<file path="src/rtl/wmd_pkg.sv">
`timescale 1ns / 1ps

package wmd_pkg;

  // field widths of the channels
  localparam int OP_W       = 2;
  localparam int COL_W      = 9;
  localparam int ROW_W      = 9;
  localparam int WIDX_W     = 6;
  localparam int WVAL_W     = 16;
  localparam int CH_W       = 16;
  localparam int OUT_CH     = 4;

  // register widths
  localparam int DIM_W      = 10;
  localparam int STEP_W     = 25;
  localparam int CCNT_W     = 3;
  localparam int KSIZE_W    = 3;
  localparam int CFG_IDX_W  = 3;
  localparam int CFG_DATA_W = 25;

  // fixed point
  localparam int FRAC_W     = 16;
  localparam int WFRAC_W    = 12;
  localparam int MAG_W      = 16;

  typedef enum logic [OP_W-1:0] {
    OP_WEIGHT = 2'd0,
    OP_PIXEL  = 2'd1,
    OP_SAMPLE = 2'd2
  } op_t;

  typedef enum logic [CFG_IDX_W-1:0] {
    REG_SRC_WIDTH     = 3'd0,
    REG_SRC_HEIGHT    = 3'd1,
    REG_STEP_X        = 3'd2,
    REG_STEP_Y        = 3'd3,
    REG_CHANNEL_COUNT = 3'd4,
    REG_KERNEL_SIZE   = 3'd5
  } cfg_reg_t;

  typedef enum logic [1:0] {
    ST_IDLE,
    ST_RUN,
    ST_DRAIN,
    ST_OUT
  } wmd_state_t;

  // tap marker that travels down the read pipeline
  typedef struct packed {
    logic valid;
    logic last;
  } tap_ctl_t;

endpackage

</file>
<file path="src/rtl/wmd_tap_seq.sv">
`timescale 1ns / 1ps

module wmd_tap_seq #(
  parameter int MAX_WIDTH  = 512,
  parameter int MAX_HEIGHT = 512,
  parameter int MAX_KERNEL = 6,
  localparam int XW  = $clog2(MAX_WIDTH),
  localparam int YW  = $clog2(MAX_HEIGHT),
  localparam int KW  = $clog2(MAX_KERNEL),
  localparam int TW  = $clog2(MAX_KERNEL * MAX_KERNEL),
  localparam int WLW = $clog2(MAX_WIDTH + 1),
  localparam int HLW = $clog2(MAX_HEIGHT + 1)
) (
  input  logic                      clk,
  input  logic                      rst,
  input  logic                      start,
  input  logic                      issue,
  input  logic [wmd_pkg::COL_W-1:0]  col,
  input  logic [wmd_pkg::ROW_W-1:0]  row,
  input  logic [KW-1:0]              km1,
  input  logic [wmd_pkg::STEP_W-1:0] step_x,
  input  logic [wmd_pkg::STEP_W-1:0] step_y,
  input  logic [WLW-1:0]             w_lim,
  input  logic [HLW-1:0]             h_lim,
  output logic [TW-1:0]              tap,
  output logic                       issue_last,
  output wmd_pkg::tap_ctl_t          ctl,
  output logic [XW-1:0]              sx,
  output logic [YW-1:0]              sy
);
  import wmd_pkg::*;

  localparam int POSX_W  = COL_W + 1;
  localparam int POSY_W  = ROW_W + 1;
  localparam int PRODX_W = POSX_W + STEP_W;
  localparam int PRODY_W = POSY_W + STEP_W;
  localparam int CRDX_W  = PRODX_W - FRAC_W;
  localparam int CRDY_W  = PRODY_W - FRAC_W;

  logic [KW-1:0]      r_cnt;
  logic [KW-1:0]      c_cnt;
  logic [TW-1:0]      tap_cnt;
  logic [POSX_W-1:0]  pos_x;
  logic [POSY_W-1:0]  pos_y;
  tap_ctl_t           p_ctl;
  logic [PRODX_W-1:0] prod_x;
  logic [PRODY_W-1:0] prod_y;
  logic [CRDX_W-1:0]  vx;
  logic [CRDY_W-1:0]  vy;
  logic [XW-1:0]      sx_next;
  logic [YW-1:0]      sy_next;

  // tap walk, column of the weight matrix fastest
  always_ff @(posedge clk) begin
    if (rst) begin
      r_cnt   <= '0;
      c_cnt   <= '0;
      tap_cnt <= '0;
    end else if (start) begin
      r_cnt   <= '0;
      c_cnt   <= '0;
      tap_cnt <= '0;
    end else if (issue) begin
      if (c_cnt == km1) begin
        c_cnt <= '0;
        r_cnt <= r_cnt + KW'(1);
      end else begin
        c_cnt <= c_cnt + KW'(1);
      end
      tap_cnt <= tap_cnt + TW'(1);
    end
  end

  assign tap        = tap_cnt;
  assign issue_last = issue && (r_cnt == km1) && (c_cnt == km1);

  // kernel row moves the source column, kernel column moves the source row
  assign pos_x = POSX_W'(col) + POSX_W'(r_cnt);
  assign pos_y = POSY_W'(row) + POSY_W'(c_cnt);

  // scale stage
  always_ff @(posedge clk) begin
    if (rst) begin
      p_ctl <= '0;
    end else begin
      p_ctl.valid <= issue;
      p_ctl.last  <= issue_last;
    end
  end

  always_ff @(posedge clk) begin
    prod_x <= PRODX_W'(pos_x) * PRODX_W'(step_x);
    prod_y <= PRODY_W'(pos_y) * PRODY_W'(step_y);
  end

  // floor and clamp to the image
  assign vx = prod_x[PRODX_W-1:FRAC_W];
  assign vy = prod_y[PRODY_W-1:FRAC_W];

  always_comb begin
    if (vx >= CRDX_W'(w_lim)) begin
      sx_next = XW'(w_lim - WLW'(1));
    end else begin
      sx_next = XW'(vx);
    end
    if (vy >= CRDY_W'(h_lim)) begin
      sy_next = YW'(h_lim - HLW'(1));
    end else begin
      sy_next = YW'(vy);
    end
  end

  always_ff @(posedge clk) begin
    if (rst) begin
      ctl <= '0;
    end else begin
      ctl <= p_ctl;
    end
  end

  always_ff @(posedge clk) begin
    sx <= sx_next;
    sy <= sy_next;
  end

endmodule

</file>
<file path="config.mk">
export PLATFORM = sky130hd
export DESIGN_NAME = wmd_tap_seq
export DESIGN_NICKNAME = d
export VERILOG_FILES = /design/src/rtl/wmd_pkg.sv /design/src/rtl/wmd_tap_seq.sv
export SDC_FILE = /design/constraint.sdc
export NUM_CORES = 1
export LEC_CHECK = 0
export BUFFER_PORTS_ARGS = -buffer_cell sky130_fd_sc_hd__buf_2
export CORE_MARGIN = 5
export CORE_UTILIZATION = 30
export DETAILED_ROUTE_END_ITERATION = 16
export PLACE_DENSITY_LB_ADDON = 0.12
export SYNTH_ARGS = -nofsm -noshare
export SYNTH_HDL_FRONTEND = slang
export SYNTH_SLANG_ARGS = --single-unit
</file>
<file path="constraint.sdc">
create_clock -name clk -period 9.4 [get_ports clk]
set_input_delay 0.47 -clock clk [delete_from_list [all_inputs] [get_ports clk]]
set_output_delay 0.47 -clock clk [all_outputs]
set_load 0.01 [all_outputs]
</file>
==> flow_summary_export.csv <==
group,metric,value,unit
clocking,cts_buffers,9,
detailed_routing,drt_iter0_drc,534,
floorplanning,dieArea,64000,µm²
detailed_routing,wl_per_cell,17.0,µm
sta,worstMarginPinSlew,1.39,ns
pwr,ir_drop,0.000151,V
setup_path,critPathRequiredTime,9.65,ns
floorplanning,io_pins,122,
setup_path,r2r_end,"prod_x[34]$_DFF_P_",
placed_design,post-dp-hpwl,38.0,mm
grt,grt_pass1_wl,79.9,mm
detailed_routing,via_per_inst,4.59,
yosys,yosysTopAreaCellShare,0.411,
yosys,synth.net_count,2595,
setup_path,path_cells,"ha_1, a21o_1, a21oi_1, nor2_1, xnor2_2, nor2b_1, fa_1, fa_1, fa_1, fa_1, inv_1, fa_1, inv_1, ha_1, a21oi_1, a21oi_1, a21oi_1, a2111oi_0, o211ai_1, a21oi_2, nand4_1, nand2_1, a21oi_1, xnor2_1",
yosys,synth.distinct_cells,50,
placed_design,gp_congestion,0.773,
clocking,cts_tree,"built",
final_layout,area_delta_synth_final,9.84,%
setup_path,worstPathMaxFanout,18,
setup_path,worst-path-buf-inv,2,
yosys,ys_seq_area_frac,0.0813,
worst_hold_path,hold-path-cell-count,2,
final_layout,nNetsFinal,2646,
grt,track_usage,0.157,
sta,slew_headroom,0.0747,
clocking,root_buffer,"clkbuf_16",
final_layout,layout_commonest_cell,"inv_1",
placed_design,port_buffers,121,
yosys,synth-edff-count,0,
grt,grt_pass1_vias,14500,
final_layout,mostFrequentLayoutCells,"inv_1 (382), fa_1 (364), nand2_1 (258)",
pwr,power.switching,2.47,mW
sta,hold_viol_final,0,
yosys,syn_area_per_cell,9.00,µm²
yosys,yosysWarnings,0,
grt,antenna_found_initial,3,
pwr,p_seq_frac,0.106,
grt,grt_use_met2,0.259,
clocking,htree_levels,3,
placed_design,postPlaceCellArea,19200,µm²
clocking,cts_setup_buffers,0,
sta,setup_violations,0,
sta,tns,0,ns
run,maxCapViolations,0,
final_layout,final_cell_count_no_fill,2799,
worst_hold_path,worstHoldStart,"rst",
placed_design,dp.cells,2782,
sta,whs,0.338,ns
sta,fin_crit_sh,0.819,
clocking,clk_latency,0.35,ns
pwr,combinationalPowerShare,0.823,
setup_path,cp_num_cells,24,
detailed_routing,final_antenna_net_count,0,
clocking,clockBufferDepth,2,
setup_path,cpPeakStageDelay,0.86,ns
setup_path,criticalPathCategory,"reg2reg",
setup_path,cp.arrival,7.94,ns
setup_path,ff2ff_setup_slack,1.70,ns
final_layout,drive_gt1_frac,0.0850,
clocking,cts.sinks,72,
floorplanning,start_util,0.301,
detailed_routing,drt_wl_total,47.5,mm
pwr,power_density,246,nW/µm²
clocking,hold_buffers,0,
setup_path,crit_family,"adder cells",
detailed_routing,drc,0,
grt,grt_use_met1,0.226,
detailed_routing,via_count,12800,
yosys,async_reset_ff_frac,0,
grt,overflow,0,
clocking,path_clk_slew,0.06,ns
yosys,synth_ff_type,"dfxtp_1",
floorplanning,core_region_area,58800,µm²
pwr,leakage,9.97,nW
clocking,post_cts_resized,0,
setup_path,crit_path_top_delay_cell,"xnor2_2",
setup_path,cp-end-kind,"flip-flop",
final_layout,fillCellCount,6236,
yosys,yosys-top-cells-area,"fa_1 (41%), ha_1 (12%), dfxtp_1 (8.1%)",
outcome,outcome,"finished, final reports clean",
pwr,intPower,2.32,mW
floorplanning,rows,89,
setup_path,worstRegToRegCells,24,
yosys,synth_area_leader_cell,"fa_1",
sta,rsz0062_at_grt,"no",
detailed_routing,dr.pass1.iters,5,
final_layout,fin_util,0.331,
grt,grt_max_degree,26,
floorplanning,fp.dieW,253,µm
sta,finalMaxSlewViolations,0,
sta,period_minus_slack,7.70,ns
final_layout,fin_area,19500,µm²
setup_path,worstReg2RegStart,"r_cnt[1]$_SDFFE_PP0P_",
floorplanning,die_h,253,µm
pwr,switching_share,0.516,
yosys,synth_area,17700,µm²
yosys,syn-instance-count,1969,
grt,grt-busiest-layer,"met2",
pwr,clock_power_share,0.071,
sta,fmax,130,MHz
worst_hold_path,holdPathEnd,"p_ctl[1]$_SDFF_PP0_",
sta,fin_skew,0.00787,ns
yosys,synth-seq-cells,72,
setup_path,cp-start-kind,"flip-flop",
worst_hold_path,worstHoldPathType,"in2reg",
grt,use_met3,0.0217,
==> how the worst max path moves through the flow <==
stage,startpoint,to,slack (ns)
after floorplan,col[0],prod_x[34]$_DFF_P_,2.83
after global placement,col[1],prod_x[34]$_DFF_P_,1.43
after CTS,r_cnt[1]$_SDFFE_PP0P_,prod_x[34]$_DFF_P_,1.54
final,r_cnt[1]$_SDFFE_PP0P_,prod_x[34]$_DFF_P_,1.70
after detailed placement,col[1],prod_x[34]$_DFF_P_,1.48
after global routing,r_cnt[1]$_SDFFE_PP0P_,prod_x[34]$_DFF_P_,0.94
==> area by class of cell <==
type / count / area (µm²) / area share
antenna: 2 / 5.00 / 0.000257
inverter: 382 / 1430 / 0.0736
multi-input combinational: 1423 / 14600 / 0.752
clock buffer: 10 / 229 / 0.0118
clock inverter: 5 / 58.8 / 0.00302
tap: 773 / 967 / 0.0497
timing repair buffer: 132 / 688 / 0.0353
sequential: 72 / 1440 / 0.0740
==> cells in the mapped netlist (5+ instances only) <==
library cell and n:
a211oi_1 5, a21o_1 29, a21oi_1 42, a31oi_1 5, and2_1 156, and3_1 10, buf_1 29, clkbuf_1 60
dfxtp_1 72, fa_1 364, ha_1 167, inv_1 382, mux2_2 7, mux2i_1 7, nand2_1 258, nand2b_1 20
nand3_1 17, nand4_1 12, nor2_1 33, nor2b_1 122, nor3_1 13, nor4_1 7, o21a_1 8, o21ai_0 30
xnor2_1 47, xor2_1 29
==> metrics by stage <==
| step | power (mW) | setup slack [ns] |
|---|---|---|
| finish | 4.80 | 1.70 |
| global route | 5.52 | 0.940 |
| CTS | 4.94 | 1.54 |
| detailed placement | 4.51 | 1.48 |
| global placement | 4.53 | 1.43 |
| floorplan | 3.46 | 2.83 |
==> worst reg2reg max path, stage by stage (launching register included) <==
cell,delay (ns)
dfxtp_1,0.47
ha_1,0.29
a21o_1,0.15
a21oi_1,0.47
nor2_1,0.16
xnor2_2,0.86
nor2b_1,0.17
fa_1,0.53
fa_1,0.56
fa_1,0.42
fa_1,0.50
inv_1,0.05
fa_1,0.48
inv_1,0.04
ha_1,0.39
a21oi_1,0.16
a21oi_1,0.15
a21oi_1,0.13
a2111oi_0,0.56
o211ai_1,0.33
a21oi_2,0.31
nand4_1,0.12
nand2_1,0.10
a21oi_1,0.08
xnor2_1,0.12
==> state kept, by name, summed over array words and instances, names as in the netlist <==
name    flops
prod_x     19
tap         6
ctl         2
c_cnt       3
sy          9
r_cnt       3
sx          9
p_ctl       2
prod_y     19
==> layer usage <==
layer | part of all wire | up-vias
met5 | 0 | -
met4 | 0.011 | 0
met3 | 0.032 | 32
met2 | 0.47 | 171
met1 | 0.49 | 6622
li1 | - | 6016
==> power by group through the flow <==
stage                     Sequential [mW]  Combinational, mW  Clock, mW
after floorplan                     0.483               2.97          0
after global placement              0.514               4.02          0
after detailed placement            0.509               4.00          0
after CTS                           0.508               4.07      0.362
after global routing                0.515               4.63      0.370
final                               0.507               3.95      0.342
==> cell families (layout without fill, tap and decap cells) <==
group / count (synthesis) / in the layout / synth area share
and+or+nand+nor: 656 / 656 / 0.189
DFF: 72 / 72 / 0.0813
muxes: 14 / 14 / 0.00840
adders and majority gates: 531 / 531 / 0.529
buffers and inverters: 474 / 529 / 0.101
other: 0 / 2 / 0
AOI/OAI and AO/OA: 146 / 146 / 0.0541
xor gates and xnor gates: 76 / 76 / 0.0376
Note: power is estimated with default switching activity, not from simulation.
