$ cat config.mk
export PLATFORM = sky130hd
export DESIGN_NAME = wmd_lane
export DESIGN_NICKNAME = d
export VERILOG_FILES = /design/src/rtl/wmd_pkg.sv /design/src/rtl/wmd_lane.sv
export SDC_FILE = /design/constraint.sdc
export NUM_CORES = 1
export LEC_CHECK = 0
export BUFFER_PORTS_ARGS = -buffer_cell sky130_fd_sc_hd__buf_2
export CAP_MARGIN = 20
export CORE_ASPECT_RATIO = 0.6
export CORE_MARGIN = 3
export CORE_UTILIZATION = 56
export CTS_BUF_LIST = sky130_fd_sc_hd__clkbuf_16
export DETAILED_ROUTE_END_ITERATION = 8
export PLACE_DENSITY = 0.74
export SKIP_LAST_GASP = 1
export SLEW_MARGIN = 20
export SYNTH_ARGS = -nofsm -noshare
export SYNTH_HDL_FRONTEND = slang
export SYNTH_SLANG_ARGS = --single-unit
$ cat constraint.sdc
create_clock -name clk -period 9.5 [get_ports clk]
set_clock_uncertainty 0.2 [all_clocks]
set_input_delay 1.425 -clock clk [delete_from_list [all_inputs] [get_ports clk]]
set_output_delay 1.425 -clock clk [all_outputs]
set_load 0.01 [all_outputs]
$ cat src/rtl/wmd_pkg.sv
`timescale 1ns / 1ps

package wmd_pkg;

  // field widths of the channels
  localparam int OP_W       = 2;
  localparam int COL_W      = 9;
  localparam int ROW_W      = 9;
  localparam int WIDX_W     = 6;
  localparam int WVAL_W     = 16;
  localparam int CH_W       = 16;
  localparam int OUT_CH     = 4;

  // register widths
  localparam int DIM_W      = 10;
  localparam int STEP_W     = 25;
  localparam int CCNT_W     = 3;
  localparam int KSIZE_W    = 3;
  localparam int CFG_IDX_W  = 3;
  localparam int CFG_DATA_W = 25;

  // fixed point
  localparam int FRAC_W     = 16;
  localparam int WFRAC_W    = 12;
  localparam int MAG_W      = 16;

  typedef enum logic [OP_W-1:0] {
    OP_WEIGHT = 2'd0,
    OP_PIXEL  = 2'd1,
    OP_SAMPLE = 2'd2
  } op_t;

  typedef enum logic [CFG_IDX_W-1:0] {
    REG_SRC_WIDTH     = 3'd0,
    REG_SRC_HEIGHT    = 3'd1,
    REG_STEP_X        = 3'd2,
    REG_STEP_Y        = 3'd3,
    REG_CHANNEL_COUNT = 3'd4,
    REG_KERNEL_SIZE   = 3'd5
  } cfg_reg_t;

  typedef enum logic [1:0] {
    ST_IDLE,
    ST_RUN,
    ST_DRAIN,
    ST_OUT
  } wmd_state_t;

  // tap marker that travels down the read pipeline
  typedef struct packed {
    logic valid;
    logic last;
  } tap_ctl_t;

endpackage

$ cat src/rtl/wmd_lane.sv
`timescale 1ns / 1ps

module wmd_lane #(
  parameter int PIXEL_BITS = 16
) (
  input  logic                      clk,
  input  logic                      rst,
  input  logic                      clear,
  input  logic                      valid,
  input  logic [PIXEL_BITS-1:0]     pix,
  input  logic [wmd_pkg::MAG_W-1:0] mag,
  output logic [PIXEL_BITS-1:0]     acc
);
  import wmd_pkg::*;

  localparam int PROD_W = PIXEL_BITS + MAG_W;

  logic [PROD_W-1:0]     full;
  logic [PIXEL_BITS-1:0] term;
  logic                  t_valid;

  // weighted tap, fraction dropped, only the kept bits survive
  assign full = PROD_W'(pix) * PROD_W'(mag);

  always_ff @(posedge clk) begin
    term <= full[WFRAC_W +: PIXEL_BITS];
  end

  always_ff @(posedge clk) begin
    if (rst) begin
      t_valid <= 1'b0;
    end else begin
      t_valid <= valid;
    end
  end

  // wrapping accumulator
  always_ff @(posedge clk) begin
    if (rst) begin
      acc <= '0;
    end else if (clear) begin
      acc <= '0;
    end else if (t_valid) begin
      acc <= acc + term;
    end
  end

endmodule

==> impl_metrics.ini, run 1 <==
[status]
status = finished, final reports clean

[job]
drv_cap = 0

[global_routing]
grt-ovfl-total = 0
grt_pass1_wl_um = 34000
grt_max_degree = 22
track_usage_pct = 23.8
grt_pass1_vias = 6693
antenna_found_initial = 0

[die]
fp.dieW_um = 170
ioPinCount = 52
fp.coreArea_mm2 = 0.0156
dieArea_mm2 = 0.0178
start_util_pct = 58.1
die_h_um = 105
std_cell_rows = 35

[sta]
finalCriticalPeriod_ns = 7.20
max_slew.worst_pin.slew_ns = 0.990
rsz0062_at_grt = false
finalCritPeriodShare_pct = 75.8
relSlewSlack_pct = 33.9
fmax_mhz = 139
setup_viol = 0
slew_viol_final = 0
setup_tns_ns = 0
whs_ns = 0.272
hold_violations = 0

[place]
portBuffers = 51
dp_hpwl_um = 16400
placed_cells = 1217
place_congestion = 0.898

[drt]
initialDrtViolationCount = 458
avgViaCountPerCell = 5.35
dr_total_vias = 6547
routedWlPerCell_um = 16.3
drc_errors = 0
ant_nets = 0
wirelength_um = 19900
first_pass_iters = 5

[yosys]
synth_edf_count = 0
synthDistinctLibCells = 47
ys_warn_count = 0
synth_fp_nets = 1319
yosys_most_used_dff = dfxtp_1
postSynthAreaPerCell_um2 = 9.07
synth_cells = 999
netlist_area_mm2 = 0.00906
synth-seq-area-share_pct = 7.29
synth-seq-cells = 33
async_reset_ff_share_pct = 0

[cells_and_area]
layout_common_cells = 212 x inv_1, 189 x fa_1, 135 x nand2_1
fin_nets = 1341
drive_gt1_share_pct = 6.76
layout_commonest_cell = inv_1
n_antenna_cell = 0
syn2layout_area_growth_pct = 5.59
instances_no_fill = 1224
final_util_pct = 61.4

[clocking]
htreeDepth = 2
post-cts-setup-buffer-count = 0
clockRootBuffer = clkbuf_16
clockBufferDepth = 2
cts_tree = yes
cts_inserted_buffers = 5
cts.sinks = 33
clk_pin_slew_ns = 0.05
cts_hold_buf = 0
clkLatencyLatePin_ns = 0.27
cts-resized-gates = 0

[power_and_ir_drop]
p_leak_uw = 0.00490
p_per_area_mw_per_mm2 = 340
ir_drop_mv = 0.318

[setup_path]
crit_path_end_kind = register
reg2reg_from = acc[0]
crit_type = input pin to register
cp-start-kind = input pin
critPathArrivalTime_ns = 7.16
rr_worst_depth = 12
cp-startpoint = pix[9]
worst-path-max-fanout = 16
cp.required_ns = 9.46

[min_path]
min_path_cells = 2
hold_class = register to register
hold_start = acc[15]
[logic make-up (layout without fill, tap and decap cells)]
kind of cell	after synthesis	count (layout)	synth area share [%]
DFF	33	33	7.29
buffers and inverters	247	269	10.2
adders and majority gates	284	284	54.9
muxes	13	13	1.44
AOI/OAI and AO/OA	62	62	5.07
xor gates and xnor gates	30	30	2.90
and+or+nand+nor	330	330	18.2
[metal layers]
metal	vias to the layer above	wire (µm)	track usage, %	part of all wire (%)
li1	3036	-	-	-
met1	3259	9790	38.9	49
met2	229	8500	34.2	43
met3	23	1490	4.16	7.5
met4	0	163	2.37	0.82
met5	-	0	0	0
[path summary, 6_finish.rpt]
check,slack (ns),end
worst max-delay path,2.30,term[15]
worst min-delay path,0.27,acc[15]
worst max register to register,6.21,acc[14]
worst min register to register,0.27,acc[15]
[metrics by stage]
| stage | setup WS (ns) | total power, µW | cell area (µm²) |
|---|---|---|---|
| CTS | 2.31 | 3300 | 9570 |
| finish | 2.30 | 3260 | 9570 |
| global placement | 2.17 | 3050 | 9440 |
| floorplan | 2.42 | 2560 | 9060 |
| global route | 2.08 | 3740 | 9570 |
| detailed placement | 2.03 | 3120 | 9440 |
[cell type report]
type / instances / area [µm²]
multi-input combinational: 719 / 7480
fill: 1351 / 6020
inverter: 211 / 792
sequential: 33 / 661
timing repair buffer: 51 / 255
tap: 203 / 254
clock buffer: 5 / 125
clock inverter: 2 / 7.51
[worst max-delay path: stages]
cell and delay (ns):
buf_2 0.32, nand2_1 0.14, fa_1 0.56, fa_1 0.47, fa_1 0.52, fa_1 0.56, inv_1 0.05, fa_1 0.49
fa_1 0.46, ha_1 0.34, nand4_1 0.10, a21oi_1 0.18, a21oi_2 0.14, a21oi_4 0.21, o22a_2 0.22, a41oi_4 0.16
a211o_1 0.32, and3_1 0.16, a311o_1 0.31
[sequential cells by signal (all words and copies together) (netlist names)]
signal,cells
term,16
t_valid,1
acc,16
[synth_stat cells, types with 3 or more instances]
| master | count | area, µm² |
|---|---|---|
| a211o_1 | 4 | 35.0 |
| a211oi_1 | 3 | 22.5 |
| a21o_1 | 3 | 22.5 |
| a21oi_1 | 18 | 90.1 |
| and2_1 | 124 | 776 |
| and3_1 | 3 | 18.8 |
| clkbuf_1 | 36 | 135 |
| dfxtp_1 | 33 | 661 |
| fa_1 | 189 | 3780 |
| ha_1 | 95 | 1190 |
| inv_1 | 211 | 792 |
| mux2i_1 | 13 | 130 |
| nand2_1 | 135 | 507 |
| nand3_1 | 4 | 20.0 |
| nand4_1 | 3 | 18.8 |
| nor2_1 | 31 | 116 |
| nor2b_1 | 7 | 43.8 |
| nor3_1 | 7 | 35.0 |
| o21a_1 | 4 | 30.0 |
| o21ai_0 | 13 | 65.1 |
| or2_2 | 4 | 25.0 |
| or3_1 | 3 | 18.8 |
| xnor2_1 | 22 | 193 |
| xor2_1 | 8 | 70.1 |
[report_power, final]
group / switching [µW] / internal (µW) / total [µW]
clock: 55.2 / 93.6 / 149
combinational: 1540 / 1320 / 2860
sequential: 18.0 / 231 / 249
total: 1620 / 1640 / 3260
(Power assumes the default switching activity.)
==> run 2: changes to the inputs <==
clock period = 6.65 ns   (was 9.5 ns; I/O delays follow)
==> impl_metrics.ini, run 2 (same netlist as run 1, synthesis figures left out) <==
[clocking]
clk_pin_slew_ns = 0.05
clkLatencyLatePin_ns = 0.28
cts.sinks = 33
clockRootBuffer = clkbuf_16
htreeDepth = 2
cts_tree = yes
clockBufferDepth = 2
cts_inserted_buffers = 5

[die]
start_util_pct = 58.1
fp.dieW_um = 170
dieArea_mm2 = 0.0178
die_h_um = 105
std_cell_rows = 35
fp.coreArea_mm2 = 0.0156
ioPinCount = 52

[global_routing]
track_usage_pct = 23.8
grt-ovfl-total = 0
antenna_found_initial = 2
grt_pass1_vias = 6785
grt_max_degree = 22
grt_pass1_wl_um = 33800

[setup_path]
slowest_delay_ns = 0.55
critPathArrivalTime_ns = 6.45
crit_path_end_kind = register
cp_common_cell = fa_1
cp_cell_sequence = buf_2 -> buf_4 -> nand2_1 -> fa_1 -> fa_1 -> fa_1 -> fa_1 -> inv_1 -> fa_1 -> fa_1 -> ha_4 -> nand4_1 -> a21oi_2 -> a21oi_2 -> a21oi_4 -> o22a_2 -> a41oi_4 -> a211o_1 -> and3_1 -> a311o_1
crit_type = input pin to register
critPathSlowestCell = fa_1
cp.required_ns = 6.61
cp-start-kind = input pin
worst-path-max-fanout = 6
r2r_slack_ns = 3.48

[place]
portBuffers = 51
place_congestion = 0.941
placed_cells = 1279
dp_hpwl_um = 17800
post_dp_cell_area_mm2 = 0.00993

[power_and_ir_drop]
ir_drop_mv = 0.478
p_per_area_mw_per_mm2 = 491
p_leak_uw = 0.00521
power_uw = 4950

[drt]
wirelength_um = 20100
wl_met1_um = 9680
drc_errors = 0
dr_total_vias = 6720
highest-signal-layer = met5
routedWlPerCell_um = 15.6
avgViaCountPerCell = 5.22
ant_nets = 0
wl_met3_um = 1880
first_pass_iters = 5
initialDrtViolationCount = 430
met2_length_um = 8320

[sta]
fmax_mhz = 154
relSlewSlack_pct = 31.6
hold_violations = 0
finalCritPeriodShare_pct = 97.6
max_slew.worst_pin.slew_ns = 1.03
slew_viol_final = 0
finalCriticalPeriod_ns = 6.49
setup_viol = 0

[min_path]
hold_class = register to register

[cells_and_area]
layout_commonest_cell = inv_1
drive_gt1_share_pct = 12.4
n_antenna_cell = 0
layout_common_cells = 212 x inv_1, 189 x fa_1, 135 x nand2_1
reg_top3 = acc: 16 flops, term: 16 flops, t_valid: 1 flops
final.fill_count = 1305
fin_nets = 1404
final_util_pct = 64.7
syn2layout_area_growth_pct = 11.3
final_area_mm2 = 0.0101
instances_no_fill = 1287

[status]
status = finished, final reports clean

[job]
drv_cap = 0
==> run 2: changes by cell type in the layout (fill, tap and decap cells not counted), sizes merged <==
| cell | previous run | this run |
|---|---|---|
| buf | 51 | 114 |
==> run 2: stage by stage <==
stage / setup WS (ns) / setup TNS (ns) / hold WS [ns]
3_5_place_dp: -0.228 / -0.433 / 0.263
6_report: 0.159 / 0 / 0.268
4_1_cts: 0.0628 / 0 / 0.273
2_1_floorplan: 0.00188 / 0 / 0.287
5_1_grt: -0.00506 / -0.00506 / 0.309
3_3_place_gp: -0.120 / -0.141 / 0.258
==> run 2: per-layer routing <==
layer / global-route usage, % / vias to the layer above
met4: 2.55 / 4
met5: 0 / -
met3: 5.94 / 15
met1: 37.9 / 3304
li1: - / 3162
met2: 33.6 / 235
==> run 2: area by class of cell <==
type | count | area, µm² | share of cell area [%]
Inverter | 211 | 792 | 7.85
Multi-Input combinational cell | 719 | 7490 | 74.3
Clock inverter | 2 | 7.51 | 0.0744
Clock buffer | 5 | 125 | 1.24
Tap cell | 203 | 254 | 2.52
Timing Repair Buffer | 114 | 753 | 7.47
Sequential cell | 33 | 661 | 6.55
==> run 2: power breakdown <==
group,switching (µW),internal [µW],leakage [µW]
sequential,25.9,330,0.000273
clock,79.1,134,0.0000685
combinational,2280,2110,0.00487
total,2390,2570,0.00521
==> run 2: repair_timing <==
item                       in CTS  in global routing
hold buffers                    0                  0
gates resized for setup         0                  4
setup endpoints to repair       0                  3
setup buffers                   0                  1
==> run 2: worst paths after layout <==
kind,depth (start not counted),from,to
setup / recovery,20,pix[8],term[15]
hold / removal,2,acc[15],acc[15]
setup reg to reg,12,acc[0],acc[14]
hold reg to reg,2,acc[15],acc[15]
==> run 2: worst max-delay path: cells and delay by family <==
family	cells	cell delay [ns]
and+or+nand+nor	3	0.37
adders and majority gates	7	3.25
AOI/OAI and AO/OA	7	1.43
buffers and inverters	3	0.42
==> run 3: changes to the inputs <==
CORE_UTILIZATION = 65   (was 56)
PLACE_DENSITY = 0.84   (was 0.74)
==> impl_metrics.ini, run 3 (same netlist as run 1, synthesis figures left out) <==
[status]
status = finished, final reports clean

[clocking]
clk_pin_slew_ns = 0.05
clkLatencyLatePin_ns = 0.28
clockRootBuffer = clkbuf_16
cts.sinks = 33
cts_inserted_buffers = 5
clockBufferDepth = 2
htreeDepth = 2
cts_hold_buf = 0
cts_tree = yes

[sta]
relSlewSlack_pct = 32.4
hold_violations = 0
whs_ns = 0.270
max_slew.worst_pin.slew_ns = 1.01
finalCritPeriodShare_pct = 97.5
setup_slack_ns = 0.169
fmax_mhz = 154
finalCriticalPeriod_ns = 6.48
setup_viol = 0
slew_viol_final = 0
rsz0062_at_grt = false

[setup_path]
worst-path-max-fanout = 6
cp-start-kind = input pin
crit_type = input pin to register
crit_path_end_kind = register
critPathArrivalTime_ns = 6.45
cp.required_ns = 6.62

[power_and_ir_drop]
power_uw = 5120
p_per_area_mw_per_mm2 = 512
p_leak_uw = 0.00520
ir_drop_mv = 0.535

[drt]
avgViaCountPerCell = 5.48
routedWlPerCell_um = 16.3
wirelength_um = 20500
ant_nets = 0
first_pass_iters = 5
dr_total_vias = 6872
initialDrtViolationCount = 399
drc_errors = 0

[cells_and_area]
drive_gt1_share_pct = 12.2
syn2layout_area_growth_pct = 10.4
layout_commonest_cell = inv_1
reg_top3 = acc: 16 flops, term: 16 flops, t_valid: 1 flops
final_util_pct = 75.8
ff_latch_area_um2 = 661
multi_input_comb_area_mm2 = 0.00748
fin_nets = 1403
layout_common_cells = 212 x inv_1, 189 x fa_1, 135 x nand2_1
final.fill_count = 975
n_antenna_cell = 0

[die]
fp.dieW_um = 158
die_h_um = 97.5
dieArea_mm2 = 0.0154
start_util_pct = 68.6
fp.coreArea_mm2 = 0.0132
ioPinCount = 52
std_cell_rows = 32

[global_routing]
grt_pass1_wl_um = 34400
antenna_found_initial = 1
grt_max_degree = 22
grt_pass1_vias = 6959
track_usage_pct = 27.8
grt-ovfl-total = 0

[place]
portBuffers = 51
place_congestion = 0.972
dp_slack_ns = -0.224
dp_hpwl_um = 17700

[job]
drv_cap = 0

[min_path]
hold_class = register to register
==> run 3: repair_timing <==
| item | in CTS | in global routing |
|---|---|---|
| gates resized for setup | 0 | 3 |
| endpoints found under the hold margin | 0 | 0 |
| setup endpoints to repair | 0 | 3 |
| buffers inserted | 0 | 3 |
==> run 3: path summary, 6_finish.rpt <==
check	start	to	slack, ns	depth (start not counted)
worst min register to register	acc[15]	acc[15]	0.27	2
worst max-delay path	mag[4]	term[15]	0.17	21
worst min-delay path	acc[15]	acc[15]	0.27	2
worst max register to register	acc[0]	acc[14]	3.55	12
==> run 3: layer usage <==
layer	global-route usage [%]	routed length (µm)	part of all wire, %
met5	0	13	0.064
met4	2.78	134	0.65
met3	5.74	2280	11
met2	41.6	8990	44
met1	43.4	9050	44
==> run 3: power breakdown <==
| group | internal (µW) | total [µW] | switching [µW] |
|---|---|---|---|
| Clock | 134 | 214 | 80.0 |
| Sequential | 329 | 356 | 26.9 |
| Combinational | 2150 | 4550 | 2410 |
==> run 3: layout make-up <==
type | count | area share (%)
tap | 170 | 2.12
clock buffer | 5 | 1.25
sequential | 33 | 6.60
clock inverter | 2 | 0.0750
timing repair buffer | 113 | 7.32
inverter | 211 | 7.91
multi-input combinational | 719 | 74.7
==> run 3: critical path, cell delays in order <==
cell     delay, ns
buf_2         0.14
buf_4         0.15
and2_1        0.17
fa_1          0.54
inv_1         0.05
fa_1          0.40
fa_1          0.44
fa_1          0.48
inv_1         0.06
fa_1          0.55
fa_1          0.43
ha_1          0.33
nand4_1       0.15
a21oi_2       0.16
a21oi_2       0.11
a21oi_4       0.15
o22a_2        0.20
a41oi_4       0.14
a211o_1       0.32
and3_1        0.15
a311o_1       0.31
==> run 3: metrics by stage <==
| stage | setup TNS [ns] | instance area, µm² | std cells |
|---|---|---|---|
| 5_1_grt | 0 | 10000 | 1253 |
| 2_1_floorplan | 0 | 9060 | 999 |
| 6_report | 0 | 10000 | 1253 |
| 3_5_place_dp | -0.531 | 9850 | 1243 |
| 3_3_place_gp | -0.0957 | 9850 | 1243 |
| 4_1_cts | 0 | 9990 | 1250 |
